### config.mk
export PLATFORM = sky130hd
export DESIGN_NAME = hav_cell
export DESIGN_NICKNAME = d
export VERILOG_FILES = /design/src/design/hav_pkg.sv /design/src/design/hav_cell.sv
export SDC_FILE = /design/constraint.sdc
export NUM_CORES = 1
export LEC_CHECK = 0
export BUFFER_PORTS_ARGS = -buffer_cell sky130_fd_sc_hd__buf_2
export CORE_MARGIN = 1.5
export CORE_UTILIZATION = 38
export DETAILED_ROUTE_END_ITERATION = 12
export SLEW_MARGIN = 20
export SYNTH_ARGS = -nofsm -noshare
export SYNTH_HDL_FRONTEND = slang
export SYNTH_SLANG_ARGS = --single-unit
### constraint.sdc
create_clock -name clk -period 12.6 [get_ports clk]
set_input_delay 1.89 -clock clk [delete_from_list [all_inputs] [get_ports clk]]
set_output_delay 1.89 -clock clk [all_outputs]
set_load 0.02 [all_outputs]
### src/design/hav_pkg.sv
`timescale 1ns / 1ps
// ----------------------------------------------------------------------------
// hav_pkg
// Shared widths, constants, arctangent table and Q30 product helper for the
// great-circle distance pipeline.
// ----------------------------------------------------------------------------
package hav_pkg;

  localparam int ANGLE_FRAC_BITS = 28;
  localparam int CORDIC_STAGES   = 24;
  localparam int SQRT_STAGES     = 31;
  localparam int FULL_SH         = 30 - ANGLE_FRAC_BITS;
  localparam int HALF_SH         = 29 - ANGLE_FRAC_BITS;

  localparam int LAT_W   = 30;
  localparam int LON_W   = 31;
  localparam int DIST_W  = 31;
  localparam int W       = 34;
  localparam int SH_W    = 5;
  localparam int ROOT_W  = 31;
  localparam int RAD_W   = 2 * ROOT_W;
  localparam int REM_W   = 33;
  localparam int PROD_W  = 47;
  localparam int RAD2_W  = 14;

  localparam int PIPE_DEPTH = 2 + CORDIC_STAGES + 3 + SQRT_STAGES + CORDIC_STAGES + 2;
  localparam int SAT_DEPTH  = SQRT_STAGES + CORDIC_STAGES + 2;

  typedef logic signed [W-1:0] cw_t;

  localparam cw_t GAIN_INV = cw_t'(64'sd652032874);
  localparam cw_t Q30_ONE  = cw_t'(64'sd1073741824);
  localparam cw_t Q30_PI   = cw_t'(64'sd3373259426);
  localparam cw_t TWO_PI   = cw_t'(64'sd6746518852);
  localparam cw_t HALF_PI  = cw_t'(64'sd1686629713);
  localparam logic [RAD2_W-1:0] RAD2 = RAD2_W'(12742);
  localparam logic [32:0] DIST_MAX = 33'd1311708710;

  function automatic cw_t atan_q30(input logic [SH_W-1:0] i);
    cw_t v;
    unique case (i)
      5'd0:  v = cw_t'(64'sd843314856);
      5'd1:  v = cw_t'(64'sd497837829);
      5'd2:  v = cw_t'(64'sd263043836);
      5'd3:  v = cw_t'(64'sd133525158);
      5'd4:  v = cw_t'(64'sd67021686);
      5'd5:  v = cw_t'(64'sd33543515);
      5'd6:  v = cw_t'(64'sd16775850);
      5'd7:  v = cw_t'(64'sd8388437);
      5'd8:  v = cw_t'(64'sd4194282);
      5'd9:  v = cw_t'(64'sd2097149);
      5'd10: v = cw_t'(64'sd1048575);
      5'd11: v = cw_t'(64'sd524287);
      5'd12: v = cw_t'(64'sd262143);
      5'd13: v = cw_t'(64'sd131071);
      5'd14: v = cw_t'(64'sd65535);
      5'd15: v = cw_t'(64'sd32767);
      5'd16: v = cw_t'(64'sd16383);
      5'd17: v = cw_t'(64'sd8191);
      5'd18: v = cw_t'(64'sd4095);
      5'd19: v = cw_t'(64'sd2047);
      5'd20: v = cw_t'(64'sd1023);
      5'd21: v = cw_t'(64'sd511);
      5'd22: v = cw_t'(64'sd255);
      5'd23: v = cw_t'(64'sd127);
      5'd24: v = cw_t'(64'sd63);
      5'd25: v = cw_t'(64'sd31);
      5'd26: v = cw_t'(64'sd15);
      5'd27: v = cw_t'(64'sd7);
      5'd28: v = cw_t'(64'sd3);
      5'd29: v = cw_t'(64'sd1);
      default: v = '0;
    endcase
    return v;
  endfunction

  function automatic cw_t mul_q30(input cw_t a, input cw_t b);
    logic signed [2*W-1:0] p;
    p = (2*W)'(a) * (2*W)'(b) + (2*W)'(64'sd536870912);
    return cw_t'(p >>> 30);
  endfunction

endpackage

### src/design/hav_cell.sv
`timescale 1ns / 1ps
// ----------------------------------------------------------------------------
// hav_cell
// One CORDIC micro-rotation stage, rotation or vectoring mode, registered.
// ----------------------------------------------------------------------------
module hav_cell (
  input  logic              clk,
  input  logic              en,
  input  logic              vec,
  input  logic [hav_pkg::SH_W-1:0] shift,
  input  hav_pkg::cw_t      x_in,
  input  hav_pkg::cw_t      y_in,
  input  hav_pkg::cw_t      z_in,
  output hav_pkg::cw_t      x,
  output hav_pkg::cw_t      y,
  output hav_pkg::cw_t      z
);

  logic         up;
  hav_pkg::cw_t xs;
  hav_pkg::cw_t ys;
  hav_pkg::cw_t at;

  assign up = vec ? y_in[hav_pkg::W-1] : !z_in[hav_pkg::W-1];
  assign xs = x_in >>> shift;
  assign ys = y_in >>> shift;
  assign at = hav_pkg::atan_q30(shift);

  always_ff @(posedge clk) begin
    if (en) begin
      if (up) begin
        x <= x_in - ys;
        y <= y_in + xs;
        z <= z_in - at;
      end else begin
        x <= x_in + ys;
        y <= y_in - xs;
        z <= z_in + at;
      end
    end
  end

endmodule

Word level (Yosys, flattened, before mapping)
Memories as Yosys holds them, arrays and structs flattened.
Cells that the tools add are included.
Storage, ports and cells
  memory bits (read-only): 960
  input bits: 110
  memories kept: 1
  bits in registers: 102
Cells by class
  reduce and logical (&&, ||, !) cells: 1
  shift-type cells: 2
  add/sub/neg operators: 6
  muxes and demuxes: 4
Memory list
  (no name shown): depth 32, bits a word 30, read ports 1, clocked after memory_dff 0, write ports 0, line hav_pkg.sv:41  | unique case (i)
Operators by type and width (number)
  $add A34 B34 Y34: 3
  $mux W34: 3
  $sub A34 B34 Y34: 3
  $sshr A34 B5 Y34: 2
  $logic_not A1 Y1: 1
  $mux W1: 1

Longest topological paths before layout
  depth after elaboration: 3
  depth in mapped cells: 28
  depth with buffers taken out: 22

Worst setup path before layout
No wires, ideal clock.
  kind: input to register
  from: input shift[1] (netlist bit)
  to: register z[31] (data pin)
  setup slack: 4.867 ns
  data arrival time: 7.571 ns
  path buffers: 6
  cell stages on the path: 23
  data required time: 12.438 ns
  path through: buf_2 -> clkinv_1 -> buf_2 -> buf_2 -> buf_1 -> ha_1 -> clkbuf_1 -> or3b_2 -> a21o_1 -> a22oi_1 -> nand4_1 -> o31ai_1 -> buf_2 -> xnor2_1 -> ha_1 -> a21o_1 -> a21o_1 -> o21bai_1 -> a22o_1 -> o211a_1 -> a221o_1 -> a2111o_1 -> o2111ai_1
Between the ends
  cells in the longest elaborated chain, start to end: 3
  elaborated cells between the ends (all ways): 4
RTL lines
  start: declaration: line hav_cell.sv:10  | input logic [hav_pkg::SH_W-1:0] shift,
  $mem_v2 Z32 W30 *
  $add A34 B34 Y34 or $sub A34 B34 Y34 (tied branches): line hav_cell.sv:38, hav_cell.sv:34
  $mux W34 *: line hav_cell.sv:31  | if (up) begin
  end signal: assignment: line hav_cell.sv:34  | z <= z_in - at;
  end signal: assignment: line hav_cell.sv:38  | z <= z_in + at;
  end: declaration: line hav_cell.sv:16  | output hav_pkg::cw_t z
Mark *: on every way between the ends. The rest lies on a longest branch, timed or not.
A chain may end at the register's enable or synchronous reset.

Worst setup path in the final report
  from: input shift[0] (netlist bit)
  to: register x[33] (data pin)
Between the ends
  cells in the longest elaborated chain, start to end: 3
  elaborated cells between the ends (all ways): 4
RTL lines
  $sshr A34 B5 Y34 *: line hav_cell.sv:26  | assign ys = y_in >>> shift;
  $add A34 B34 Y34 or $sub A34 B34 Y34 (tied branches): line hav_cell.sv:36, hav_cell.sv:32
  $mux W34 *: line hav_cell.sv:31
  end signal: assignment: line hav_cell.sv:32  | x <= x_in - ys;
  end signal: assignment: line hav_cell.sv:36  | x <= x_in + ys;
  end: declaration: line hav_cell.sv:14  | output hav_pkg::cw_t x,
Marked as above.

==> metrics.md <==
| Metric | Value |
|---|---|
| Worst EP required | 12740 ps |
| Die area | 43230 sq um |
| Seq cells post-synth | 102 |
| Global-route congestion overflow total | 0 |
| Post-CTS resize count | 0 |
| Hold buffers post-CTS | 0 |
| Crit start category | input port |
| Clk slew on worst S/H paths | 80 ps |
| Pre-CTS setup slack | 3462 ps |
| Drt first pass iters | 9 |
| Status | completed |
| Fillers | 4073 |
| Final hold violation count | 0 |
| Antenna violations before repair | 0 |
| Starting density of the core | 38.82% |
| First-pass GRT wire length | 94.44 mm |
| Boundary Pins | 212 |
| Yosys cell types | 101 |
| Fin util | 42.91% |
| Die Y-Extent | 207.9 um |
| Clk sinks | 102 |
| Port bufs | 211 |
| Routability cong. | 0.9716 |
| Max-Cap Viols | 0 |
| Most used DFF post-synth | edfxtp_1 |
| CTS tree | done |
| Multi-input gate area | 12190 sq um |
| CTS Buf Count | 9 |
| Layout Nets | 2102 |
| Final Non-Filler Cells | 2416 |
| Number of flops mapped to enable cells by yosys | 102 |
| Pin count of the biggest net entering global routing | 66 |
| Root Buffer | clkbuf_16 |
| Mapped Area | 15960 sq um |
| Max-slew violations | 0 |
| Syn Area/Cell | 9.224 sq um |
| Share of layout cells above drive strength 1 | 22.93% |
| Layout area overhead | 10.55% |
| Peak VDD IR | 0.07232 mV |
| Worst Hold Class | input port to flop |
| Slew @ Worst Pin | 1030 ps |
| Commonest non-fill, non-tap cell in the layout | buf_2 |
| Async S/R FF share, synth | 0% |
| Leakage | 7.047 nW |
| Avg WL per Cell | 26.11 um |
| Fin crit share | 69.76% |
| DR vias | 15410 |
| Initial DRC count | 1215 |
| Post-CTS Setup Bufs | 0 |
| Core area | 41110 sq um |
| Largest buffer count on any clock path | 2 |
| Syn Nets | 1953 |
| Die Wd | 207.9 um |
| Register Area | 3063 sq um |
| # DRC | 0 |
| Post-Place Cells | 2400 |
| Max_slew headroom | 31.22% |
| Final-report setup violation count | 0 |
| Total GRT Usage | 28.71% |
| Post-layout min period | 8789 ps |
| Seq/Total Area, Yosys | 19.19% |
| Most frequent cells in the layout | 207 x buf_2, 149 x nand2_1, 133 x a21oi_1 |
| Htree depth | 3 |
| Post-layout worst setup margin | 3811 ps |
| RSZ-0062 raised after global routing | no |
| Vias in the first global route | 15100 |
| Cell Pwr Density | 122.1 nW/um^2 |
| YS warnings | 0 |
| Total wire length | 63.07 mm |
| Worst setup EP type | flop |
| Detailed-placement wirelength estimate | 48.59 mm |
| Worst Path Class, Setup | input port to flop |
| Fmax | 113.8 MHz |
| Vias per inst | 6.378 |
| Number of cell rows | 74 |
| Mapped Cells | 1730 |
| CP Max Fanout | 65 |
| Final ANT Viol Nets | 0 |
| Worst EP arrival | 8920 ps |
| N_diodes | 0 |
| Setup TNS | 0 ps |
cells in the mapped netlist (8+ instances only):
cell type / number / area (sq um)
nor2_1: 113 / 424.2
xnor2_1: 107 / 937.2
buf_4: 15 / 112.6
ha_1: 110 / 1376
a21oi_1: 134 / 670.6
inv_1: 38 / 142.6
nand2_1: 149 / 559.3
o21a_1: 27 / 202.7
nand2b_1: 21 / 131.4
o211ai_1: 15 / 112.6
nor3_1: 21 / 105.1
buf_2: 17 / 85.08
xor2_1: 71 / 621.9
mux2_2: 50 / 563.0
mux4_2: 72 / 1622
a211oi_1: 20 / 150.1
clkbuf_1: 53 / 198.9
nor2b_1: 18 / 112.6
edfxtp_1: 102 / 3063
and2_1: 15 / 93.84
nand3_1: 30 / 150.1
o21bai_1: 17 / 127.6
nand4_1: 9 / 56.30
o22ai_1: 18 / 112.6
a221oi_1: 9 / 78.83
a31oi_1: 28 / 175.2
or3_1: 8 / 50.05
a22oi_1: 15 / 112.6
mux2i_1: 51 / 510.5
o21ai_0: 90 / 450.4
a21o_1: 46 / 345.3
mux4_1: 12 / 315.3
o31ai_1: 8 / 60.06
and3_1: 13 / 81.33
critical path: stages:
cell	delay, ps
buf_6	530
buf_4	570
mux4_1	650
mux2i_1	330
mux2i_1	150
a221oi_1	460
nand3_1	300
nor4_4	470
nand2_1	190
o21a_1	220
xor2_1	140
ha_1	330
and4_1	250
and3_1	180
a221o_1	300
a21o_1	240
o41ai_1	690
o221ai_1	380
a21o_1	270
a31oi_1	200
xor2_1	90
flip-flops by register name, summed over array words and instances, names as in the netlist:
name  flops
y        34
x        34
z        34
through the flow:
| stage | power, W | area, sq um | hold slack (ps) |
|---|---|---|---|
| 4_1_cts | 0.002158 | 17640 | 1844 |
| 3_3_place_gp | 0.001844 | 17350 | 2282 |
| 6_report | 0.002154 | 17640 | 1865 |
| 2_1_floorplan | 0.001478 | 15960 | 2003 |
| 3_5_place_dp | 0.001849 | 17350 | 2278 |
| 5_1_grt | 0.002285 | 17640 | 1847 |
where the power goes:
part,internal (W),switching (W)
registers,0.000524,0.0000278
clock network,0.000138,0.000156
logic,0.000501,0.000806
total,0.00116,0.000990
area by class of cell:
cell class	instances	area share, %
inverter	42	0.8936
sequential	102	17.36
timing repair buffer	239	7.255
clock buffer	9	1.277
tap	532	3.773
multi-input combinational	1485	69.08
clock inverter	7	0.3617
logic make-up (layout without fill, tap and decap cells):
family	Yosys count	after routing	share of synthesized area [%]
buf+inv	143	297	4.540
flops	102	102	19.19
mux	191	191	19.30
fa+ha+maj	113	113	9.001
xor+xnor	178	178	9.770
simple gates	456	456	14.65
compound gates	547	547	23.55
final timing paths:
kind,from,end,slack (ps),depth (start not counted)
worst max-delay path,shift[0],x[33],3810,21
worst min-delay path,y_in[0],y[0],1860,2
routing by layer:
metal	wire length, um	GRT usage [%]
met1	25960	36.23
met2	29190	46.59
met3	4251	4.483
met4	3669	16.81
met5	0	0
Note: power is estimated with default switching activity, not from simulation.
