<file path="config.mk">
export PLATFORM = sky130hd
export DESIGN_NAME = hav_sqrt_cell
export DESIGN_NICKNAME = d
export VERILOG_FILES = /design/src/design/hav_pkg.sv /design/src/design/hav_sqrt_cell.sv
export SDC_FILE = /design/constraint.sdc
export NUM_CORES = 1
export LEC_CHECK = 0
export ABC_CLOCK_PERIOD_IN_PS = 2550
export BUFFER_PORTS_ARGS = -buffer_cell sky130_fd_sc_hd__buf_2
export CORE_MARGIN = 3
export CORE_UTILIZATION = 45
export CTS_CLUSTER_DIAMETER = 200
export DETAILED_ROUTE_END_ITERATION = 8
export HOLD_SLACK_MARGIN = 0.05
export PLACE_DENSITY = 0.78
export SYNTH_ARGS = -nofsm -noshare
export SYNTH_HDL_FRONTEND = slang
export SYNTH_SLANG_ARGS = --single-unit
</file>
<file path="constraint.sdc">
create_clock -name clk -period 2.55 [get_ports clk]
set_input_delay 0.1275 -clock clk [delete_from_list [all_inputs] [get_ports clk]]
set_output_delay 0.1275 -clock clk [all_outputs]
set_load 0.1 [all_outputs]
</file>
<file path="src/design/hav_pkg.sv">
`timescale 1ns / 1ps
// ----------------------------------------------------------------------------
// hav_pkg
// Shared widths, constants, arctangent table and Q30 product helper for the
// great-circle distance pipeline.
// ----------------------------------------------------------------------------
package hav_pkg;

  localparam int ANGLE_FRAC_BITS = 28;
  localparam int CORDIC_STAGES   = 24;
  localparam int SQRT_STAGES     = 31;
  localparam int FULL_SH         = 30 - ANGLE_FRAC_BITS;
  localparam int HALF_SH         = 29 - ANGLE_FRAC_BITS;

  localparam int LAT_W   = 30;
  localparam int LON_W   = 31;
  localparam int DIST_W  = 31;
  localparam int W       = 34;
  localparam int SH_W    = 5;
  localparam int ROOT_W  = 31;
  localparam int RAD_W   = 2 * ROOT_W;
  localparam int REM_W   = 33;
  localparam int PROD_W  = 47;
  localparam int RAD2_W  = 14;

  localparam int PIPE_DEPTH = 2 + CORDIC_STAGES + 3 + SQRT_STAGES + CORDIC_STAGES + 2;
  localparam int SAT_DEPTH  = SQRT_STAGES + CORDIC_STAGES + 2;

  typedef logic signed [W-1:0] cw_t;

  localparam cw_t GAIN_INV = cw_t'(64'sd652032874);
  localparam cw_t Q30_ONE  = cw_t'(64'sd1073741824);
  localparam cw_t Q30_PI   = cw_t'(64'sd3373259426);
  localparam cw_t TWO_PI   = cw_t'(64'sd6746518852);
  localparam cw_t HALF_PI  = cw_t'(64'sd1686629713);
  localparam logic [RAD2_W-1:0] RAD2 = RAD2_W'(12742);
  localparam logic [32:0] DIST_MAX = 33'd1311708710;

  function automatic cw_t atan_q30(input logic [SH_W-1:0] i);
    cw_t v;
    unique case (i)
      5'd0:  v = cw_t'(64'sd843314856);
      5'd1:  v = cw_t'(64'sd497837829);
      5'd2:  v = cw_t'(64'sd263043836);
      5'd3:  v = cw_t'(64'sd133525158);
      5'd4:  v = cw_t'(64'sd67021686);
      5'd5:  v = cw_t'(64'sd33543515);
      5'd6:  v = cw_t'(64'sd16775850);
      5'd7:  v = cw_t'(64'sd8388437);
      5'd8:  v = cw_t'(64'sd4194282);
      5'd9:  v = cw_t'(64'sd2097149);
      5'd10: v = cw_t'(64'sd1048575);
      5'd11: v = cw_t'(64'sd524287);
      5'd12: v = cw_t'(64'sd262143);
      5'd13: v = cw_t'(64'sd131071);
      5'd14: v = cw_t'(64'sd65535);
      5'd15: v = cw_t'(64'sd32767);
      5'd16: v = cw_t'(64'sd16383);
      5'd17: v = cw_t'(64'sd8191);
      5'd18: v = cw_t'(64'sd4095);
      5'd19: v = cw_t'(64'sd2047);
      5'd20: v = cw_t'(64'sd1023);
      5'd21: v = cw_t'(64'sd511);
      5'd22: v = cw_t'(64'sd255);
      5'd23: v = cw_t'(64'sd127);
      5'd24: v = cw_t'(64'sd63);
      5'd25: v = cw_t'(64'sd31);
      5'd26: v = cw_t'(64'sd15);
      5'd27: v = cw_t'(64'sd7);
      5'd28: v = cw_t'(64'sd3);
      5'd29: v = cw_t'(64'sd1);
      default: v = '0;
    endcase
    return v;
  endfunction

  function automatic cw_t mul_q30(input cw_t a, input cw_t b);
    logic signed [2*W-1:0] p;
    p = (2*W)'(a) * (2*W)'(b) + (2*W)'(64'sd536870912);
    return cw_t'(p >>> 30);
  endfunction

endpackage

</file>
<file path="src/design/hav_sqrt_cell.sv">
`timescale 1ns / 1ps
// ----------------------------------------------------------------------------
// hav_sqrt_cell
// One digit step of a restoring integer square root, registered.
// ----------------------------------------------------------------------------
module hav_sqrt_cell (
  input  logic                         clk,
  input  logic                         en,
  input  logic [hav_pkg::RAD_W-1:0]    n_in,
  input  logic [hav_pkg::REM_W-1:0]    rem_in,
  input  logic [hav_pkg::ROOT_W-1:0]   root_in,
  output logic [hav_pkg::RAD_W-1:0]    n,
  output logic [hav_pkg::REM_W-1:0]    rem,
  output logic [hav_pkg::ROOT_W-1:0]   root
);

  logic [hav_pkg::REM_W+1:0] cur;
  logic [hav_pkg::REM_W+1:0] trial;

  assign cur   = {rem_in, n_in[hav_pkg::RAD_W-1 -: 2]};
  assign trial = {2'b00, root_in, 2'b01};

  always_ff @(posedge clk) begin
    if (en) begin
      n <= {n_in[hav_pkg::RAD_W-3:0], 2'b00};
      if (cur >= trial) begin
        rem  <= hav_pkg::REM_W'(cur - trial);
        root <= {root_in[hav_pkg::ROOT_W-2:0], 1'b1};
      end else begin
        rem  <= hav_pkg::REM_W'(cur);
        root <= {root_in[hav_pkg::ROOT_W-2:0], 1'b0};
      end
    end
  end

endmodule

</file>
# == After elaboration in Yosys (flattened, before gate mapping) ==
# Index checks and enable logic that the tools add are counted.
# word_totals
register_bits,124
output_inout_bits,126
# classes
add_sub_neg,1
n_lt_le_gt_ge,1
mux,2
# op_table
cell,n
$ge A35 B33 Y1,1
$mux W33,1
$sub A33 B33 Y33,1
$mux W1,1

# == Depth between registers and ports, before layout ==
# Gate-level depths: netlist of run 1.
# logic_depth
word_depth,2
depth_mapped,14
ltp_nobuf,10

# == Worst setup path after synthesis of run 1 ==
# No wires, ideal clock.
# synth_timing
path_type,input -> register
startpoint,input root_in[30] in the netlist's numbering
endpoint,"register rem[10] in the netlist's numbering, data pin"
arrival_time_ns,2.288
required_ns,2.290
path_slack_ns,0.001
path_stages,12
path_buffers,3
path_cell_list,inv_1 -> ha_1 -> nor3b_2 -> nand4_1 -> or4_1 -> o21a_1 -> buf_6 -> o21a_4 -> buf_12 -> inv_12 -> buf_12 -> mux2_4
# synth_via
elab_chain_len,2
# synth_lines
element,line_no,text
"start, declared",hav_sqrt_cell.sv:11,"input logic [hav_pkg::ROOT_W-1:0] root_in,"
$ge A35 B33 Y1,hav_sqrt_cell.sv:26,if (cur >= trial) begin
$mux W33,hav_sqrt_cell.sv:26,
"end signal, assigned",hav_sqrt_cell.sv:27,rem <= hav_pkg::REM_W'(cur - trial);
"end signal, assigned",hav_sqrt_cell.sv:30,rem <= hav_pkg::REM_W'(cur);
"end, declared",hav_sqrt_cell.sv:13,"output logic [hav_pkg::REM_W-1:0] rem,"
# No other way between the ends.
# A chain may end at the register's enable or synchronous reset.

# == Final worst setup path of run 1 ==
# layout_timing
startpoint,input root_in[23] in the netlist's numbering
endpoint,"register rem[17] in the netlist's numbering, data pin"
# The elaborated chain is that of the path after synthesis.

==> flow_metrics.tcl, run 1 <==
set metrics [dict create \
    p_leak_nw 4.51 \
    cpLargestDelayFamily "compound AO/OA/AOI/OAI gates" \
    crit_buf_inv 4 \
    fp.dieH_microns 126 \
    rsz0062_at_grt "no" \
    crit_required_ns 2.72 \
    synth.most_common_cell "edfxtp_1" \
    h-tree-depth 4 \
    ys_ff_latch 124 \
    tightest_slew_ns 0.671 \
    synth.area.top_cells "edfxtp_1 57%, ha_1 6.4%, mux2_4 4.2%" \
    viasPerCell 5.28 \
    synth-edff-count 124 \
    gp_congestion 0.888 \
    wl_met2_microns 11300 \
    core_sq_um 14000 \
    hpwl_microns 14100 \
    power_density_nw_per_um2 780 \
    crit_top_cell "o21a_1" \
    seq_area_frac_synth_pct 57.4 \
    end_kind "flip-flop" \
    drive_gt1_share_pct 40.6 \
    antenna_found_initial 2 \
    highest_layer "met5" \
    cts_sinks 124 \
    fin_tns_setup_ns 0 \
    routed_wl_microns 21400 \
    io_buffers 251 \
    critical_path_cell_count 12 \
    final_nets 1105 \
    slew-limit-headroom_pct 55.3 \
    critPathSlowestCell "dlygate4sd3_1" \
    async_flop_share_pct 0 \
    initialDrtViolationCount 404 \
    route.detailed.drc 0 \
    routed-via-count 6007 \
    route.met3.wl_microns 1450 \
    clockBufferDepth 2 \
    arrival_ns 2.62 \
    vdd_drop_max_v 0.000405 \
    cts_tree "built" \
    grtUsageTotal_pct 26.4 \
    drtAntennaViolNets 0 \
    critPathMaxStageDelay_ns 0.53 \
    synth_common_cells "124 x edfxtp_1, 50 x inv_1, 37 x a21oi_1, 33 x ha_1, 30 x nand2_1" \
    wl_met1_microns 7970 \
    top_level_ports 254 \
    critPathLaunchType "primary input" \
    path_clk_slew_ns 0.06 \
    criticalPathCategory "primary input to flip-flop" \
    avgSynthCellArea_sq_um 12.7 \
    area_growth_pct 55.6 \
    syn_inst 513 \
    slew_viol_final 0 \
    finalCritPeriodShare_pct 95.9 \
    yosysTopAreaCell "edfxtp_1" \
    start_util_pct 46.4 \
    ys_types 60 \
    drv_cap 0 \
    status "finished, final reports clean" \
    cp_cell_sequence "dlygate4sd3_1, buf_2, inv_1, ha_4, o21a_1, o21a_1, a21oi_2, o2111ai_2, a41oi_4, o21a_4, inv_16, mux2_4" \
    endpoint "rem[17]" \
    gr-total-overflow 0 \
    yosys_most_used_dff "edfxtp_1" \
    rows 43 \
    design_area_sq_um 10100 \
    dr.pass1.iters 4 \
    final-hold-violation-count 0 \
    grt_pass1_wl_microns 32800 \
    dpl_cell_area_sq_um 8330 \
    worstPathMaxFanout 26 \
    syn_area_sq_um 6490 \
    die_x_microns 126 \
    grt_pass1_vias 6163 \
    synth_top_area_share_pct 57.4 \
    yosys_warnings 0 \
    worstHoldPathType "primary input to flip-flop" \
    finalSetupViolCount 0 \
    grt_max_degree 125 \
    die-area_sq_um 15900 \
    cts_made_buffers 17 \
    period_needed_ns 2.44 \
    cts_root_buf "clkbuf_16" \
    crit_path_start "root_in[23]" \
    wire_per_inst_microns 18.8 \
    fmax_ghz 0.409 \
]
[area by class of cell]
cell class                 count  area [sq um]
fill                         995          3890
sequential                   124          3720
timing repair buffer         425          2870
multi-input combinational    325          2480
clock buffer                  17           425
tap                          180           225
inverter                      51           208
clock inverter                15           168
antenna                        1          2.50
[power breakdown]
part	switching [W]	internal (W)	total, W
sequential	0.0000655	0.00250	0.00256
combinational	0.00214	0.000760	0.00289
clock	0.000964	0.00146	0.00242
total	0.00316	0.00471	0.00788
[layer usage]
layer	global-route usage (%)	vias to the layer above
met3	6.45	46
met5	0	-
met2	49.3	302
li1	-	2801
met4	9.15	2
met1	29.1	2856
[how the worst min path moves through the flow]
stage | from | end | slack [ns] | cells after the start
floorplan | n_in[8] | n[10] | 0.23 | 0
global placement | n_in[41] | n[43] | 0.30 | 1
finish | rem_in[0] | rem[2] | 0.07 | 2
global route | rem_in[0] | rem[2] | 0.06 | 2
CTS | rem_in[0] | rem[2] | 0.05 | 2
detailed placement | n_in[21] | n[23] | 0.31 | 1
[per-stage QoR]
stage	hold slack [ns]	std cells	power [W]	util, %	worst slack (ns)
6_report	0.0675	1138	0.00788	72.2	0.106
5_1_grt	0.0643	1138	0.00814	72.2	0.0125
4_1_cts	0.0505	1136	0.00784	71.8	0.0308
3_5_place_dp	0.306	992	0.00530	59.6	-0.157
3_3_place_gp	0.304	992	0.00526	59.6	-0.0825
2_1_floorplan	0.226	514	0.00470	-	0.00143
[repair_timing]
item                                   CTS  global route
endpoints found under the hold margin  112             0
setup endpoints to repair                0            27
hold buffers                           112             0
setup buffers                            0             1
resized for setup                        0             7
[state kept, by name (all words and copies together), names as in the netlist]
signal,cells
n,60
rem,33
root,31
[logic make-up after synthesis]
group,count (synthesis),share of synthesized area (%)
DFF,124,57.4
buffers and inverters,65,5.15
and+or+nand+nor,111,8.37
adders and majority gates,33,6.36
muxes,28,5.82
other,1,0.0578
AOI/OAI and AO/OA,127,13.6
xor gates and xnor gates,24,3.24
[layout by cell type, fill, tap and decap left out, types with 17 or more instances in the layout]
master / synthesis / routed
edfxtp_1: 124 / 124
buf_2: 5 / 250
ha_1: 33 / 30
clkbuf_16: 0 / 17
a21oi_1: 37 / 37
xnor2_1: 22 / 22
dlygate4sd3_1: 0 / 112
o21ai_0: 20 / 20
nand2_1: 30 / 30
mux2_4: 18 / 18
nor2_1: 27 / 26
inv_1: 50 / 50
buf_4: 2 / 61
Power figures use the tool's default switching activity.
==> run 2: changes to the inputs <==
Settings changed: CELL_PAD_IN_SITES_DETAIL_PLACEMENT from default to 1, CELL_PAD_IN_SITES_GLOBAL_PLACEMENT from default to 1, CORE_UTILIZATION 45 to 34, PLACE_DENSITY 0.78 to 0.76.
==> run 2 against run 1 <==
Effect of this change: clock power up 12%; first-iteration DRC count down 31%; fmax down 1.1%; die area up 31%; cell count up 5.7%; worst hold slack better by 0.015 ns; global-route usage down 3.4 points; clock-buffer cell count up 1; combinational power up 2%; sequential power about the same; power up 4.1%; design area up 2.1%.
==> flow_metrics.tcl, run 2 (synthesis gave the netlist of run 1 again) <==
set metrics [dict create \
    place_ws_ns -0.165 \
    critPathLaunchType "primary input" \
    routed-via-count 6047 \
    antenna_found_initial 0 \
    largestRegisters "n (60), rem (33), root (31)" \
    drive_gt1_share_pct 41.4 \
    gp_congestion 0.832 \
    fp.dieH_microns 144 \
    cts_tree "built" \
    worstHoldPathType "primary input to flip-flop" \
    vdd_drop_max_v 0.000466 \
    grt_pass1_vias 6595 \
    criticalPathCategory "primary input to flip-flop" \
    fill_cells 1974 \
    critPathSlowestCell "dlygate4sd3_1" \
    gr-total-overflow 0 \
    grtUsageMet1_pct 25.3 \
    dr.pass1.iters 4 \
    core_sq_um 18300 \
    finalSetupViolCount 0 \
    cts_setup_buffers 0 \
    cpLargestDelayFamily "buffers and inverters" \
    initialDrtViolationCount 280 \
    hpwl_microns 16100 \
    viasPerCell 5.03 \
    grt_pass1_wl_microns 36700 \
    clockBufferDepth 2 \
    grt-busiest-layer "met2" \
    final_cell_mix "250 x buf_2, 124 x edfxtp_1, 112 x dlygate4sd3_1" \
    slew_viol_final 0 \
    regMostFlops "n" \
    power_density_nw_per_um2 796 \
    period_needed_ns 2.47 \
    path_clk_slew_ns 0.06 \
    cp_cell_sequence "dlygate4sd3_1, buf_2, inv_1, ha_1, and3_1, nand2_1, nor2_2, nand3_1, o21a_1, o21a_4, inv_16, mux2_2" \
    finalPower_w 0.00820 \
    multi_input_area_sq_um 2450 \
    h-tree-depth 4 \
    crit_buf_inv 4 \
    top_level_ports 254 \
    tightest_slew_ns 0.582 \
    final-seq-area_sq_um 3720 \
    fin_tns_setup_ns 0 \
    grtUsageTotal_pct 23.0 \
    status "finished, final reports clean" \
    rows 49 \
    worstPathMaxFanout 26 \
    finalCritPeriodShare_pct 97.0 \
    critPathMaxStageDelay_ns 0.53 \
    final_common_cell "buf_2" \
    largest_reg_flops 60 \
    p_leak_nw 4.60 \
    routed_wl_microns 24600 \
    io_buffers 251 \
    grt_max_degree 44 \
    route.detailed.drc 0 \
    cts_sinks 124 \
    area_growth_pct 58.8 \
    arrival_ns 2.64 \
    final-hold-violation-count 0 \
    fmax_ghz 0.404 \
    end_kind "flip-flop" \
    die_x_microns 144 \
    crit_required_ns 2.72 \
    drv_cap 0 \
    cts_made_buffers 17 \
    drtAntennaViolNets 0 \
    final_nets 1122 \
    antennaDiodeCount 0 \
    slew-limit-headroom_pct 60.2 \
    wire_per_inst_microns 20.4 \
    use_met2_pct 43.9 \
    finish.utilization_pct 56.2 \
    finalWorstSetupSlack_ns 0.0778 \
    die-area_sq_um 20800 \
    start_util_pct 35.4 \
    cts_root_buf "clkbuf_16" \
    hold_slack_ns 0.0827 \
    rsz0062_at_grt "yes" \
    met3_usage_pct 4.66 \
]
## run 2: cell type report
type / count / share of cell area (%)
Timing Repair Buffer: 442 / 29.1
Clock inverter: 14 / 2.05
Multi-Input combinational cell: 325 / 23.8
Clock buffer: 18 / 4.16
Sequential cell: 124 / 36.1
Tap cell: 229 / 2.78
Inverter: 51 / 2.02
## run 2: metal layers
metal  vias up  part of all wire [%]
met5         -                     0
met4         0                   2.2
met2       220                    53
met3        39                   5.9
met1      2951                    38
li1       2837                     -
## run 2: power breakdown
| group | switching [W] | internal [W] | leakage, nW |
|---|---|---|---|
| logic | 0.00217 | 0.000776 | 3.08 |
| registers | 0.0000644 | 0.00250 | 1.21 |
| clock network | 0.00103 | 0.00167 | 0.309 |
## run 2: stage by stage
stage               instance area [sq um]  instances
floorplan                            6490        514
global placement                     8530       1059
detailed placement                   8530       1059
CTS                                 10300       1203
global route                        10300       1203
finish                              10300       1203
## run 2: what timing repair did
item | CTS | global route
hold buffers | 112 | 0
endpoints found under the hold margin | 112 | 0
resized for setup | 0 | 6
setup endpoints to repair | 0 | 26
## run 2: path summary, 6_finish.rpt
check / start / to / slack [ns] / cells past startpoint
max: root_in[24] / rem[7] / 0.08 / 12
min: rem_in[23] / rem[25] / 0.08 / 3
## run 2: tightest hold or removal path: stages
cell,delay (ns)
buf_2,0.09
o211ai_1,0.08
o31ai_1,0.08
==> run 3: changes to the inputs <==
Settings changed: CELL_PAD_IN_SITES_DETAIL_PLACEMENT 1 to 0, CELL_PAD_IN_SITES_GLOBAL_PLACEMENT 1 to 2, CORE_MARGIN 3 to 2, CORE_UTILIZATION 34 to 28, PLACE_DENSITY 0.76 to 0.77.
==> run 3 against run 2 <==
Effect of this change: non-clock buffer count rose by 12; routed wire length shrank 15%; critical path depth up 1; die area is 17% higher; sequential power hardly changed; fmax rose by 2.0%; first-iteration DRC count fell by 20%; cell count grew 5.8%; design area is 2.5% higher; sequential share of layout area fell by 0.89 points; critical endpoint is now rem[17].
==> flow_metrics.tcl, run 3 (synthesis gave the netlist of run 1 again) <==
set metrics [dict create \
    status "finished, final reports clean" \
    final_nets 1136 \
    h-tree-depth 4 \
    holdPathStages 2 \
    final_cell_mix "248 x buf_2, 124 x edfxtp_1, 113 x dlygate4sd3_1" \
    critPathMaxStageDelay_ns 0.53 \
    finalCritPeriodShare_pct 95.1 \
    dr.pass1.iters 5 \
    combPwrFrac_pct 36.4 \
    place_ws_ns -0.128 \
    final_common_cell "buf_2" \
    antenna_found_initial 1 \
    route.detailed.drc 0 \
    hpwl_microns 14900 \
    regMostFlops "n" \
    top_level_ports 254 \
    hold_slack_ns 0.0785 \
    finalSetupViolCount 0 \
    cts_root_buf "clkbuf_16" \
    worstHoldPathType "primary input to flip-flop" \
    cp_cell_sequence "dlygate4sd3_1, buf_2, inv_1, ha_2, a21oi_1, nor2_1, nor2_1, o21bai_1, a41oi_4, o21a_4, buf_12, clkinv_16, mux2_4" \
    path_clk_slew_ns 0.06 \
    cts_tree "built" \
    critPathSlowestCell "dlygate4sd3_1" \
    grt_max_degree 54 \
    viasPerCell 4.53 \
    power.switching_w 0.00318 \
    slew-limit-headroom_pct 65.2 \
    grtUsageTotal_pct 16.5 \
    drtAntennaViolNets 0 \
    holdPathEnd "rem[22]" \
    clockBufferDepth 2 \
    wire_per_inst_microns 16.4 \
    min-delay-start "rem_in[20]" \
    cts_sinks 124 \
    die_x_microns 156 \
    fp.dieH_microns 156 \
    tightest_slew_ns 0.526 \
    largest_reg_flops 60 \
    crit_path_start "root_in[26]" \
    routed-via-count 5763 \
    io_buffers 251 \
    arrival_ns 2.59 \
    drv_cap 0 \
    dpl_cell_area_sq_um 8610 \
    die-area_sq_um 24400 \
    gp_congestion 0.803 \
    start_util_pct 28.6 \
    criticalPathCategory "primary input to flip-flop" \
    fmax_ghz 0.412 \
    area_growth_pct 62.8 \
    finalWorstSetupSlack_ns 0.125 \
    rows 55 \
    critPathLaunchType "primary input" \
    switching_share_pct 39.6 \
    p_leak_nw 4.68 \
    slew_viol_final 0 \
    routed_wl_microns 20800 \
    core_sq_um 22700 \
    fin_tns_setup_ns 0 \
    drive_gt1_share_pct 42.6 \
    cts_made_buffers 17 \
    clkPwrFrac_pct 31.9 \
    final-hold-violation-count 0 \
    crit_top_cell "nor2_1" \
    worstPathMaxFanout 7 \
    grt_pass1_vias 5903 \
    gr-total-overflow 0 \
    cpLargestDelayFamily "buffers and inverters" \
    design_area_sq_um 10600 \
    grt_pass1_wl_microns 31000 \
    vdd_drop_max_v 0.000419 \
    initialDrtViolationCount 225 \
    p_seq_share_pct 31.7 \
    power.internal_w 0.00486 \
    power_density_nw_per_um2 761 \
    end_kind "flip-flop" \
    period_needed_ns 2.42 \
    finish.utilization_pct 46.5 \
    rsz0062_at_grt "no" \
    crit_buf_inv 5 \
    crit_required_ns 2.71 \
    largestRegisters "n (60), rem (33), root (31)" \
]
[run 3: changes by cell type in the layout (fill, tap and decap cells not counted), moves of 2 or more]
cell / before / now
buf_4: 78 / 86
buf_12: 2 / 5
clkinv_4: 5 / 2
ha_4: 0 / 3
inv_6: 2 / 5
buf_2: 250 / 248
ha_1: 31 / 29
inv_1: 50 / 48
inv_2: 0 / 2
[run 3: how the worst max path moves through the flow]
stage | end | slack (ns) | depth (start not counted)
detailed placement | rem[26] | -0.13 | 11
global route | rem[18] | 0.02 | 12
CTS | rem[3] | 0.03 | 12
finish | rem[17] | 0.13 | 13
global placement | rem[26] | -0.10 | 11
floorplan | rem[10] | 0.001 | 12
[run 3: area by class of cell]
cell class	count	area [sq um]
sequential	124	3720
timing repair inverter	2	27.5
clock buffer	17	425
inverter	51	218
clock inverter	14	183
tap	285	357
multi-input combinational	325	2480
antenna	1	2.50
timing repair buffer	454	3150
fill	2161	12100
[run 3: timing repair]
| action | in CTS | in global routing |
|---|---|---|
| hold endpoints to repair | 113 | 1 |
| gates resized for setup | 0 | 17 |
| buffers inserted | 0 | 9 |
| endpoints found under the setup margin | 0 | 26 |
| hold buffers | 113 | 1 |
[run 3: through the flow]
| stage | instances | power [W] |
|---|---|---|
| floorplan | 514 | 0.00470 |
| global placement | 1118 | 0.00533 |
| detailed placement | 1118 | 0.00534 |
| CTS | 1262 | 0.00807 |
| global route | 1272 | 0.00837 |
| finish | 1273 | 0.00804 |
[run 3: per-layer routing]
layer	routed length, microns	vias to the layer above	part of all wire, %	track usage, %
met3	1370	12	6.6	4.51
met5	12	-	0.058	0
met4	199	2	0.96	4.54
met1	9080	2711	44	19.8
met2	10200	186	49	28.9
li1	-	2852	-	-
[run 3: power groups by stage]
stage / combinational (W) / sequential (W) / clock, W
floorplan: 0.000635 / 0.00407 / 0
global placement: 0.00275 / 0.00259 / 0
detailed placement: 0.00275 / 0.00259 / 0
CTS: 0.00289 / 0.00255 / 0.00263
global route: 0.00308 / 0.00257 / 0.00272
finish: 0.00293 / 0.00255 / 0.00256
