===== src/design/hav_pkg.sv =====
`timescale 1ns / 1ps
// ----------------------------------------------------------------------------
// hav_pkg
// Shared widths, constants, arctangent table and Q30 product helper for the
// great-circle distance pipeline.
// ----------------------------------------------------------------------------
package hav_pkg;

  localparam int ANGLE_FRAC_BITS = 28;
  localparam int CORDIC_STAGES   = 24;
  localparam int SQRT_STAGES     = 31;
  localparam int FULL_SH         = 30 - ANGLE_FRAC_BITS;
  localparam int HALF_SH         = 29 - ANGLE_FRAC_BITS;

  localparam int LAT_W   = 30;
  localparam int LON_W   = 31;
  localparam int DIST_W  = 31;
  localparam int W       = 34;
  localparam int SH_W    = 5;
  localparam int ROOT_W  = 31;
  localparam int RAD_W   = 2 * ROOT_W;
  localparam int REM_W   = 33;
  localparam int PROD_W  = 47;
  localparam int RAD2_W  = 14;

  localparam int PIPE_DEPTH = 2 + CORDIC_STAGES + 3 + SQRT_STAGES + CORDIC_STAGES + 2;
  localparam int SAT_DEPTH  = SQRT_STAGES + CORDIC_STAGES + 2;

  typedef logic signed [W-1:0] cw_t;

  localparam cw_t GAIN_INV = cw_t'(64'sd652032874);
  localparam cw_t Q30_ONE  = cw_t'(64'sd1073741824);
  localparam cw_t Q30_PI   = cw_t'(64'sd3373259426);
  localparam cw_t TWO_PI   = cw_t'(64'sd6746518852);
  localparam cw_t HALF_PI  = cw_t'(64'sd1686629713);
  localparam logic [RAD2_W-1:0] RAD2 = RAD2_W'(12742);
  localparam logic [32:0] DIST_MAX = 33'd1311708710;

  function automatic cw_t atan_q30(input logic [SH_W-1:0] i);
    cw_t v;
    unique case (i)
      5'd0:  v = cw_t'(64'sd843314856);
      5'd1:  v = cw_t'(64'sd497837829);
      5'd2:  v = cw_t'(64'sd263043836);
      5'd3:  v = cw_t'(64'sd133525158);
      5'd4:  v = cw_t'(64'sd67021686);
      5'd5:  v = cw_t'(64'sd33543515);
      5'd6:  v = cw_t'(64'sd16775850);
      5'd7:  v = cw_t'(64'sd8388437);
      5'd8:  v = cw_t'(64'sd4194282);
      5'd9:  v = cw_t'(64'sd2097149);
      5'd10: v = cw_t'(64'sd1048575);
      5'd11: v = cw_t'(64'sd524287);
      5'd12: v = cw_t'(64'sd262143);
      5'd13: v = cw_t'(64'sd131071);
      5'd14: v = cw_t'(64'sd65535);
      5'd15: v = cw_t'(64'sd32767);
      5'd16: v = cw_t'(64'sd16383);
      5'd17: v = cw_t'(64'sd8191);
      5'd18: v = cw_t'(64'sd4095);
      5'd19: v = cw_t'(64'sd2047);
      5'd20: v = cw_t'(64'sd1023);
      5'd21: v = cw_t'(64'sd511);
      5'd22: v = cw_t'(64'sd255);
      5'd23: v = cw_t'(64'sd127);
      5'd24: v = cw_t'(64'sd63);
      5'd25: v = cw_t'(64'sd31);
      5'd26: v = cw_t'(64'sd15);
      5'd27: v = cw_t'(64'sd7);
      5'd28: v = cw_t'(64'sd3);
      5'd29: v = cw_t'(64'sd1);
      default: v = '0;
    endcase
    return v;
  endfunction

  function automatic cw_t mul_q30(input cw_t a, input cw_t b);
    logic signed [2*W-1:0] p;
    p = (2*W)'(a) * (2*W)'(b) + (2*W)'(64'sd536870912);
    return cw_t'(p >>> 30);
  endfunction

endpackage


===== src/design/hav_fold.sv =====
`timescale 1ns / 1ps
// ----------------------------------------------------------------------------
// hav_fold
// Wrap an angle into [-pi, pi] and fold it into [-pi/2, pi/2], flag a cosine
// sign flip.
// ----------------------------------------------------------------------------
module hav_fold (
  input  logic         clk,
  input  logic         en,
  input  hav_pkg::cw_t a,
  output hav_pkg::cw_t r,
  output logic         neg
);

  hav_pkg::cw_t w;
  hav_pkg::cw_t r_next;
  logic         neg_next;

  always_comb begin
    w = a;
    if (a > hav_pkg::Q30_PI) begin
      w = a - hav_pkg::TWO_PI;
    end else if (a < -hav_pkg::Q30_PI) begin
      w = a + hav_pkg::TWO_PI;
    end
    r_next   = w;
    neg_next = 1'b0;
    if (w > hav_pkg::HALF_PI) begin
      r_next   = hav_pkg::Q30_PI - w;
      neg_next = 1'b1;
    end else if (w < -hav_pkg::HALF_PI) begin
      r_next   = -hav_pkg::Q30_PI - w;
      neg_next = 1'b1;
    end
  end

  always_ff @(posedge clk) begin
    if (en) begin
      r   <= r_next;
      neg <= neg_next;
    end
  end

endmodule


===== config.mk =====
export PLATFORM = sky130hd
export DESIGN_NAME = hav_fold
export DESIGN_NICKNAME = d
export VERILOG_FILES = /design/src/design/hav_pkg.sv /design/src/design/hav_fold.sv
export SDC_FILE = /design/constraint.sdc
export NUM_CORES = 1
export LEC_CHECK = 0
export ABC_AREA = 1
export BUFFER_PORTS_ARGS = -buffer_cell sky130_fd_sc_hd__buf_2
export CORE_ASPECT_RATIO = 0.5
export CORE_MARGIN = 3
export CORE_UTILIZATION = 39
export CTS_BUF_LIST = sky130_fd_sc_hd__clkbuf_4
export DETAILED_ROUTE_END_ITERATION = 10
export GPL_TIMING_DRIVEN = 0
export PLACE_DENSITY = 0.67
export SLEW_MARGIN = 20
export SYNTH_ARGS = -nofsm -noshare
export SYNTH_HDL_FRONTEND = slang
export SYNTH_SLANG_ARGS = --single-unit

===== constraint.sdc =====
create_clock -name clk -period 5 [get_ports clk]
set_clock_uncertainty 0.1 [all_clocks]
set_input_delay 1.25 -clock clk [delete_from_list [all_inputs] [get_ports clk]]
set_output_delay 1.25 -clock clk [all_outputs]
set_load 0.005 [all_outputs]

# After elaboration in Yosys (flattened, before gate mapping)
# Index checks and enable logic that the tools add are counted.
# W data, S select, Z words.
[word_totals] ff_bits=35 latchBits=0 ramBits=0 romBits=0 inputBits=36 word_cells=15 n_memories=0
[op_classes] n_addsub=4 n_mul=0 div_mod_pow=0 order_cmp=4 n_eq_ne=0 shifts=0 muxes=5 bitwise=0 n_reduce_logical=0
[ops] cell="$mux W34" n=4
[ops] cell="$sub A33 B34 Y34 const A" n=2
[ops] cell="$add A34 B34 Y34 const B" n=1
[ops] cell="$gt A34 B32 Y1 const B" n=1
[ops] cell="$gt A34 B33 Y1 const B" n=1
[ops] cell="$lt A34 B32 Y1 const B" n=1
[ops] cell="$lt A34 B33 Y1 const B" n=1
[ops] cell="$sub A34 B34 Y34 const B" n=1
[ops] cell="$mux W1" n=1

# Logic depth before layout (Yosys ltp)
# Gate-level depths: netlist of run 1.
[depth] ltp_word=6 depth_mapped=30

# Worst setup path after synthesis of run 1
# No wires, ideal clock.
[synth_timing] kind="input -> register" start="input a[8]" end="register r[21], data pin" setup_ns=0.253 arrival_time_ns=3.598 path_slack_ns=1.049 stages=23 path_buffers=3 path_cell_list="buf_4 > inv_2 > nand2_1 > nor2_1 > nand2_1 > nor2_1 > nand3_1 > nand3_2 > nand3_4 > inv_2 > buf_6 > nand2_1 > nand2_2 > inv_2 > nor2_1 > nand2_1 > a21oi_1 > a21oi_4 > nand3_4 > buf_2 > nand2_1 > nand3_1 > nand2_1"
[synth_via] elab_chain_len=6
[synth_lines] item="from (decl)" line="hav_fold.sv:10" text="input hav_pkg::cw_t a,"
[synth_lines] item="$add A34 B34 Y34 / $lt A34 B33 Y1 (equally long branches)" line="hav_fold.sv:24, hav_fold.sv:23"
[synth_lines] item="$mux W34" line="hav_fold.sv:23" text="end else if (a < -hav_pkg::Q30_PI) begin"
[synth_lines] item="$mux W34 *" line="hav_fold.sv:21" text="if (a > hav_pkg::Q30_PI) begin"
[synth_lines] item="$sub A33 B34 Y34 / $lt A34 B32 Y1 (equally long branches)" line="hav_fold.sv:32, hav_fold.sv:31"
[synth_lines] item="$mux W34" line="hav_fold.sv:31" text="end else if (w < -hav_pkg::HALF_PI) begin"
[synth_lines] item="$mux W34 *" line="hav_fold.sv:28" text="if (w > hav_pkg::HALF_PI) begin"
[synth_lines] item="via r_next[21]" line="hav_fold.sv:16" text="hav_pkg::cw_t r_next;"
[synth_lines] item="to (signal assigned)" line="hav_fold.sv:39" text="r <= r_next;"
[synth_lines] item="to (decl)" line="hav_fold.sv:11" text="output hav_pkg::cw_t r,"
# Mark *: on every way through the listed nets, which the timed path passes. The rest lies on a longest branch.
# A chain may end at the register's enable or synchronous reset.

# Worst setup path in the final report of run 1
[layout_timing] start="input a[2]" end="register r[28], data pin"
# The elaborated chain is that of the path after synthesis.

==> impl_metrics.env, run 1 <==
export IMPL_crit_path_cell_trace="buf_2, ha_1, nand3_1, o21ai_1, nand2_1, nand2_1, nand3_1, nand2_1, nand2_1, nand2_1, nand2_1, nand2_1, nand2_1, nand2_1, inv_2, nor2_1, nand3_1, nor2_1, nand3b_1, nand3_2, nand2_4, buf_6, nand3_1, nand2_1"
export IMPL_rows=38
export IMPL_die_y_um=113
export IMPL_wl_met3_um=3420
export IMPL_synthFlopType="edfxtp_1"
export IMPL_hold_path_endpoint="r[0]$_DFFE_PP_"
export IMPL_cap_viol_max_count=0
export IMPL_syn_area_um2=8960
export IMPL_worst_pin_slew_ns=0.779
export IMPL_grt_overflow_total=0
export IMPL_grt_use_total=0.267
export IMPL_clk_pin_slew_ns=0.11
export IMPL_max_stage_delay_ns=0.37
export IMPL_die_w_um=220
export IMPL_async_reset_ff_frac=0
export IMPL_portBuffers=50
export IMPL_synthDistinctLibCells=44
export IMPL_rsz0062_at_grt="false"
export IMPL_antenna_found_initial=0
export IMPL_dp_hpwl_um=28500
export IMPL_p_per_area_nw_per_um2=185
export IMPL_slew_violations=0
export IMPL_cp_common_cell="nand2_1"
export IMPL_report_final_setup_viol=0
export IMPL_syn_num_nets=1843
export IMPL_cp_num_cells=24
export IMPL_grt_pass1_wl_um=53000
export IMPL_drc=0
export IMPL_max_freq_ghz=0.213
export IMPL_clk_path_buf_depth=2
export IMPL_ys_seq_area_frac=0.117
export IMPL_layout_drive_gt1_share=0.105
export IMPL_gp_congestion=1.01
export IMPL_routed_wl_um=34000
export IMPL_finalCriticalPeriod_ns=4.70
export IMPL_finalHoldViolCount=0
export IMPL_critPathBufInv=3
export IMPL_ys_ff_latch=35
export IMPL_holdPathStages=1
export IMPL_dieArea_um2=24900
export IMPL_antenna_cells=0
export IMPL_synth_edff_count=35
export IMPL_cts_sinks=35
export IMPL_core_region_area_um2=22100
export IMPL_cp_required_ns=5.00
export IMPL_whs_ns=1.06
export IMPL_path_max_fanout=10
export IMPL_dr_total_vias=11400
export IMPL_status="complete, no violations"
export IMPL_grt_max_degree=36
export IMPL_nets=1900
export IMPL_m1WireLength_um=15800
export IMPL_critPathKind="in2reg"
export IMPL_grt_pass1_vias=10100
export IMPL_slew_limit_headroom=0.481
export IMPL_drt_iter0_drc=1179
export IMPL_wire_per_inst_um=15.7
export IMPL_startpoint_type="input pin"
export IMPL_synth_warnings=0
export IMPL_cts_root_buf="clkbuf_4"
export IMPL_crit_slowest_cell="o21ai_1"
export IMPL_min_path_type="in2reg"
export IMPL_total_power_w=0.00179
export IMPL_wl_met2_um=13900
export IMPL_ant_nets=0
export IMPL_routed_via_density=5.27
export IMPL_cts_buffers=5
export IMPL_min_from="a[0]"
export IMPL_post_cts_buffers=0
export IMPL_p_leak_nw=5.18
export IMPL_crit_path_end_kind="flop"
export IMPL_top_layer_used="met4"
export IMPL_syn_inst=1799
export IMPL_ctsHtreeMaxLevel=2
export IMPL_syn2layout_area_growth_pct=7.57
export IMPL_critPathArrivalTime_ns=4.70
export IMPL_cts_tree="built"
export IMPL_period_share=0.940
export IMPL_fill_cells=2612
export IMPL_start_util=0.405
export IMPL_ir_drop_mv=0.0791
export IMPL_cp_top_family="simple AND/OR/NAND/NOR gates"
export IMPL_io_pins=71
export IMPL_first_pass_iters=5
export IMPL_post_synth_cell_area_avg_um2=4.98
[layout make-up]
class	instances	area, um2	share of cell area
tap	300	375	0.0389
clock buffer	6	45.0	0.00467
timing repair buffer	50	250	0.0260
clock inverter	2	7.51	0.000779
sequential	35	1050	0.109
inverter	187	704	0.0731
multi-input combinational	1525	6830	0.708
buffer	52	378	0.0392
[power breakdown]
part	switching, W	internal [W]	leakage (nW)
registers	0.0000120	0.000401	0.341
clock network	0.0000957	0.0000575	0.0307
logic	0.000857	0.000363	4.81
total	0.000965	0.000822	5.18
[worst max-delay path by stage]
stage | startpoint | end
6_report | a[2] | r[28]$_DFFE_PP_
4_1_cts | a[2] | r[28]$_DFFE_PP_
3_3_place_gp | a[2] | r[28]$_DFFE_PP_
2_1_floorplan | a[8] | r[21]$_DFFE_PP_
5_1_grt | a[20] | r[28]$_DFFE_PP_
3_5_place_dp | a[2] | r[28]$_DFFE_PP_
[what timing repair did]
action	4_1_cts	5_1_grt
gates resized for setup	0	1
hold buffers	0	0
endpoints found under the setup margin	0	5
[synth_stat cells, types with 3 or more instances]
cell type / count / area (um2)
nand3_1: 167 / 836
nand2_1: 845 / 3170
nor2_2: 8 / 50.1
and2_1: 3 / 18.8
nor3_2: 3 / 30.0
clkbuf_1: 4 / 15.0
buf_4: 19 / 143
buf_6: 12 / 135
o21ai_0: 28 / 140
o21ai_2: 3 / 26.3
nand3_4: 3 / 52.6
nor3_1: 21 / 105
ha_1: 8 / 100
nor2_1: 243 / 912
o21ai_1: 8 / 40.0
inv_2: 35 / 131
nand2_2: 22 / 138
xor2_1: 50 / 438
a21oi_1: 35 / 175
clkinv_1: 3 / 11.3
buf_2: 17 / 85.1
inv_1: 148 / 556
a21oi_2: 5 / 43.8
edfxtp_1: 35 / 1050
nand3b_1: 4 / 30.0
nand4_1: 45 / 282
[cells in the final DEF, fill, tap and decap left out, drive strengths merged]
master / netlist / final
ha: 8 / 8
nand3b: 4 / 4
buf: 48 / 98
inv: 184 / 184
nor4: 2 / 2
and2: 3 / 3
xor2: 50 / 50
and3: 1 / 1
or2: 1 / 1
o2111ai: 1 / 1
nand2: 869 / 869
o21a: 2 / 2
nor2b: 1 / 1
edfxtp: 35 / 35
a21oi: 42 / 42
clkbuf: 4 / 10
a21boi: 1 / 1
a31oi: 1 / 1
o21ai: 41 / 41
nand3: 172 / 172
o211ai: 1 / 1
nor2: 253 / 253
nand4: 45 / 45
o21bai: 1 / 1
nor3: 24 / 24
clkinv: 3 / 5
xnor2: 2 / 2
[kinds of logic after synthesis]
group / Yosys count / share of synthesized area
AND/OR/NAND/NOR: 1375 / 0.639
buffers and inverters: 239 / 0.121
AO/OA/AOI/OAI: 90 / 0.0606
XOR/XNOR: 52 / 0.0508
flip-flops: 35 / 0.117
adder cells (fa/ha/maj): 8 / 0.0112
[stage by stage]
| stage | setup WS [ns] | area, um2 | instances | utilization | TNS, ns |
|---|---|---|---|---|---|
| floorplan | 1.05 | 8960 | 1799 | - | 0 |
| global placement | -0.137 | 9590 | 2149 | 0.434 | -2.72 |
| detailed placement | -0.141 | 9590 | 2149 | 0.434 | -2.78 |
| CTS | 0.221 | 9640 | 2157 | 0.436 | 0 |
| global route | 0.0400 | 9640 | 2157 | 0.436 | 0 |
| finish | 0.300 | 9640 | 2157 | 0.436 | 0 |
[registers in the layout, summed over array words and instances, names as in the netlist]
register,count
r,34
neg,1
[layer usage]
metal	global-route usage	up-vias
met4	0.0660	0
met1	0.391	5005
met2	0.412	550
met5	0	-
li1	-	5754
met3	0.0368	49
Note: power is estimated with default switching activity, not from simulation.
==> run 2, diff against run 1 <==
Settings changed: BUFFER_PORTS_ARGS -buffer_cell sky130_fd_sc_hd__buf_2 to default, DONT_BUFFER_PORTS from default to 1, PLACE_DENSITY 0.67 to 0.64.
Clock period 5 ns to 5.69 ns, I/O delays scaled along.
==> impl_metrics.env, run 2 (synthesis results as in run 1) <==
export IMPL_largest_reg_flops=34
export IMPL_dieArea_um2=24900
export IMPL_cts_buffers=5
export IMPL_max_freq_ghz=0.203
export IMPL_routed_wl_um=34500
export IMPL_syn2layout_area_growth_pct=4.86
export IMPL_rsz0062_at_grt="false"
export IMPL_portBuffers=0
export IMPL_path_max_fanout=10
export IMPL_multiInputGateArea_um2=6830
export IMPL_grt_overflow_total=0
export IMPL_min_path_type="in2reg"
export IMPL_p_per_area_nw_per_um2=163
export IMPL_wire_per_inst_um=16.4
export IMPL_dp_hpwl_um=28900
export IMPL_layout_common_cells="nand2_1 (845), nor2_1 (243), nand3_1 (167)"
export IMPL_fill_cells=2609
export IMPL_drc=0
export IMPL_slew_limit_headroom=0.467
export IMPL_cts_sinks=35
export IMPL_die_y_um=113
export IMPL_core_region_area_um2=22100
export IMPL_grt_max_degree=36
export IMPL_ctsHtreeMaxLevel=2
export IMPL_cts_resized=0
export IMPL_routed_via_density=5.32
export IMPL_design_area_um2=9400
export IMPL_cts_tree="built"
export IMPL_io_pins=71
export IMPL_cts_root_buf="clkbuf_4"
export IMPL_top_register="r"
export IMPL_regArea_um2=1050
export IMPL_dp_cells=2099
export IMPL_grt_pass1_wl_um=53400
export IMPL_critPathArrivalTime_ns=4.92
export IMPL_rows=38
export IMPL_critPathKind="in2reg"
export IMPL_min_from="a[0]"
export IMPL_start_util=0.405
export IMPL_worst_pin_slew_ns=0.794
export IMPL_crit_path_end_kind="flop"
export IMPL_cp_required_ns=5.68
export IMPL_antenna_found_initial=1
export IMPL_place_area_um2=9340
export IMPL_total_power_w=0.00153
export IMPL_cp_startpoint="a[4]"
export IMPL_final_common_cell="nand2_1"
export IMPL_clk_pin_slew_ns=0.10
export IMPL_status="complete, no violations"
export IMPL_report_final_setup_viol=0
export IMPL_grt_pass1_vias=9763
export IMPL_ir_drop_mv=0.0766
export IMPL_holdPathStages=0
export IMPL_ant_nets=0
export IMPL_clk_path_buf_depth=2
export IMPL_startpoint_type="input pin"
export IMPL_dr_total_vias=11200
export IMPL_hold_buffers=0
export IMPL_grt_use_total=0.271
export IMPL_die_w_um=220
export IMPL_final_instance_count_excl_fill=2108
export IMPL_drt_iter0_drc=1399
export IMPL_layout_drive_gt1_share=0.0814
export IMPL_nets=1850
export IMPL_cap_viol_max_count=0
export IMPL_finalCriticalPeriod_ns=4.93
export IMPL_top_regs="r (34), neg (1)"
export IMPL_post_cts_buffers=0
export IMPL_tns_ns=0
export IMPL_p_leak_nw=4.99
export IMPL_period_share=0.866
export IMPL_first_pass_iters=6
export IMPL_gp_congestion=0.983
export IMPL_slew_violations=0
export IMPL_finalHoldViolCount=0
-- run 2: changes by cell type in the layout (fill, tap and decap cells not counted), sizes merged --
cell,previous run,this run
diode,0,1
buf,98,48
clkinv,5,4
clkbuf,10,11
-- run 2: final timing paths --
path / to
setup / recovery: r[18]$_DFFE_PP_
hold / removal: r[0]$_DFFE_PP_
-- run 2: layout make-up --
cell class	instances	area share
Inverter	187	0.0750
Tap cell	300	0.0399
Buffer	52	0.0402
Multi-Input combinational cell	1525	0.727
Sequential cell	35	0.112
Clock inverter	1	0.000533
Clock buffer	7	0.00559
Antenna cell	1	0.000266
-- run 2: power breakdown --
part	switching (W)	total, W	internal [W]	leakage (nW)
Clock	0.0000837	0.000141	0.0000576	0.0361
Combinational	0.000718	0.00100	0.000286	4.61
Sequential	0.0000273	0.000382	0.000355	0.341
-- run 2: metrics by stage --
stage	worst slack, ns	utilization	hold slack (ns)
floorplan	1.57	-	1.42
global placement	0.534	0.422	1.42
detailed placement	0.540	0.422	1.42
CTS	0.905	0.425	1.04
global route	0.532	0.425	1.03
finish	0.761	0.425	1.06
-- run 2: routing by layer --
layer / vias up / routed length, um / track usage
li1: 5667 / - / -
met1: 4945 / 15900 / 0.405
met2: 553 / 14300 / 0.416
met3: 55 / 3600 / 0.0330
met4: 0 / 709 / 0.0583
met5: - / 0 / 0
-- run 2: worst max-delay path: stages --
cell and delay, ns:
buf_2 0.19, nand3_1 0.24, o21ai_0 0.55, nand2_1 0.19, nand2_1 0.17, nand3_1 0.11
nand2_1 0.08, nand2_1 0.05, nand2_1 0.09, nand2_1 0.06, nand2_1 0.06, nand2_1 0.05
nand2_1 0.34, inv_2 0.16, nor2_1 0.12, nand3_1 0.09, nor2_1 0.22, nand3b_1 0.12
nand3_2 0.11, nand2_4 0.12, buf_4 0.21, nand2_1 0.07, nand2_1 0.08
==> run 3, diff against run 2 <==
Settings changed: MAX_ROUTING_LAYER from default to met4, PLACE_DENSITY 0.64 to default, PLACE_DENSITY_LB_ADDON from default to 0.12.
==> impl_metrics.env, run 3 (synthesis results as in run 1) <==
export IMPL_grt_overflow_total=0
export IMPL_wire_per_inst_um=16.7
export IMPL_finish_utilization=0.426
export IMPL_clk_pin_slew_ns=0.09
export IMPL_gp_congestion=0.992
export IMPL_crit_slowest_cell="a21oi_1"
export IMPL_cts_sinks=35
export IMPL_die_y_um=113
export IMPL_critPathArrivalTime_ns=4.90
export IMPL_drc=0
export IMPL_rsz0062_at_grt="false"
export IMPL_grt_max_degree=36
export IMPL_final_common_cell="nand2_1"
export IMPL_cp_common_cell="nand2_1"
export IMPL_slew_violations=0
export IMPL_p_per_area_nw_per_um2=166
export IMPL_critPathBufInv=4
export IMPL_cts_resized=0
export IMPL_grt_use_total=0.286
export IMPL_ctsHtreeMaxLevel=2
export IMPL_max_freq_ghz=0.203
export IMPL_top_regs="r (34), neg (1)"
export IMPL_worst_pin_slew_ns=0.737
export IMPL_place_area_um2=9340
export IMPL_p_leak_nw=5.00
export IMPL_slew_limit_headroom=0.506
export IMPL_fin_ws_ns=0.772
export IMPL_fill_cells=2633
export IMPL_rows=38
export IMPL_startpoint_type="input pin"
export IMPL_ir_drop_mv=0.133
export IMPL_dp_hpwl_um=29700
export IMPL_drt_iter0_drc=1206
export IMPL_die_w_um=220
export IMPL_top_register="r"
export IMPL_dr_total_vias=11200
export IMPL_largest_reg_flops=34
export IMPL_regArea_um2=1050
export IMPL_report_final_setup_viol=0
export IMPL_multiInputGateArea_um2=6830
export IMPL_core_region_area_um2=22100
export IMPL_cap_viol_max_count=0
export IMPL_cp_required_ns=5.68
export IMPL_ant_nets=0
export IMPL_crit_path_cell_trace="buf_2, nand2_1, nor2_2, inv_2, nor3_1, nand3_1, nand3_4, buf_4, nor2_1, a21oi_1, nand2_1, nor2_1, nand2_1, nand2_1, a21oi_4, nand3_4, buf_2, nand2_1, nand3_1, nand2_1"
export IMPL_endpoint="r[14]$_DFFE_PP_"
export IMPL_dp_worst_setup_slack_ns=0.535
export IMPL_crit_path_end_kind="flop"
export IMPL_io_pins=71
export IMPL_grt_pass1_vias=9819
export IMPL_cp_top_family="simple AND/OR/NAND/NOR gates"
export IMPL_cp_startpoint="a[17]"
export IMPL_layout_common_cells="nand2_1 (845), nor2_1 (243), nand3_1 (167)"
export IMPL_finalHoldViolCount=0
export IMPL_start_util=0.405
export IMPL_tns_ns=0
export IMPL_cp_num_cells=20
export IMPL_routed_wl_um=35200
export IMPL_hold_buffers=0
export IMPL_grt_pass1_wl_um=54500
export IMPL_portBuffers=0
export IMPL_first_pass_iters=8
export IMPL_max_stage_delay_ns=0.47
export IMPL_design_area_um2=9420
export IMPL_routed_via_density=5.30
export IMPL_post_cts_buffers=0
export IMPL_critPathKind="in2reg"
export IMPL_period_share=0.864
export IMPL_cts_buffers=5
export IMPL_syn2layout_area_growth_pct=5.07
export IMPL_nets=1850
export IMPL_status="complete, no violations"
export IMPL_cts_tree="built"
export IMPL_path_max_fanout=10
export IMPL_antenna_found_initial=1
export IMPL_finalCriticalPeriod_ns=4.92
export IMPL_min_path_type="in2reg"
export IMPL_cts_root_buf="clkbuf_4"
export IMPL_clk_path_buf_depth=2
export IMPL_dieArea_um2=24900
export IMPL_layout_drive_gt1_share=0.0808
## run 3: through the flow
step	power, W	hold WS (ns)	std cells
5_1_grt	0.00170	1.05	2108
6_report	0.00156	1.08	2108
3_5_place_dp	0.00137	1.42	2099
3_3_place_gp	0.00137	1.42	2099
4_1_cts	0.00155	1.06	2107
2_1_floorplan	0.00110	1.42	1799
## run 3: area by class of cell
class	count	area share
diodes	1	0.000266
flip-flops and latches	35	0.112
plain buffers	52	0.0401
clock inverters	3	0.00412
clock buffers	5	0.00399
multi-input cells	1525	0.725
inverters	187	0.0748
well taps	300	0.0399
## run 3: layer usage
metal / part of all wire / GRT usage / up-vias
met1: 0.49 / 0.431 / 4967
met2: 0.40 / 0.412 / 506
met5: 0 / - / -
li1: - / - / 5655
met4: 0.018 / 0.0630 / 0
met3: 0.084 / 0.0223 / 40
## run 3: report_power, final
part	total [W]	internal (W)	leakage, nW	switching [W]
logic	0.00101	0.000286	4.61	0.000726
registers	0.000380	0.000354	0.341	0.0000253
clock network	0.000170	0.0000903	0.0426	0.0000799
total	0.00156	0.000731	5.00	0.000831
## run 3: worst min-delay path by stage
stage               from  slack, ns              to  depth (start not counted)
floorplan           a[0]       1.42  r[0]$_DFFE_PP_                          0
global placement    a[0]       1.42  r[0]$_DFFE_PP_                          0
detailed placement  a[0]       1.42  r[0]$_DFFE_PP_                          0
CTS                 a[0]       1.06  r[0]$_DFFE_PP_                          0
global route        a[0]       1.05  r[0]$_DFFE_PP_                          0
finish              a[0]       1.08  r[0]$_DFFE_PP_                          0
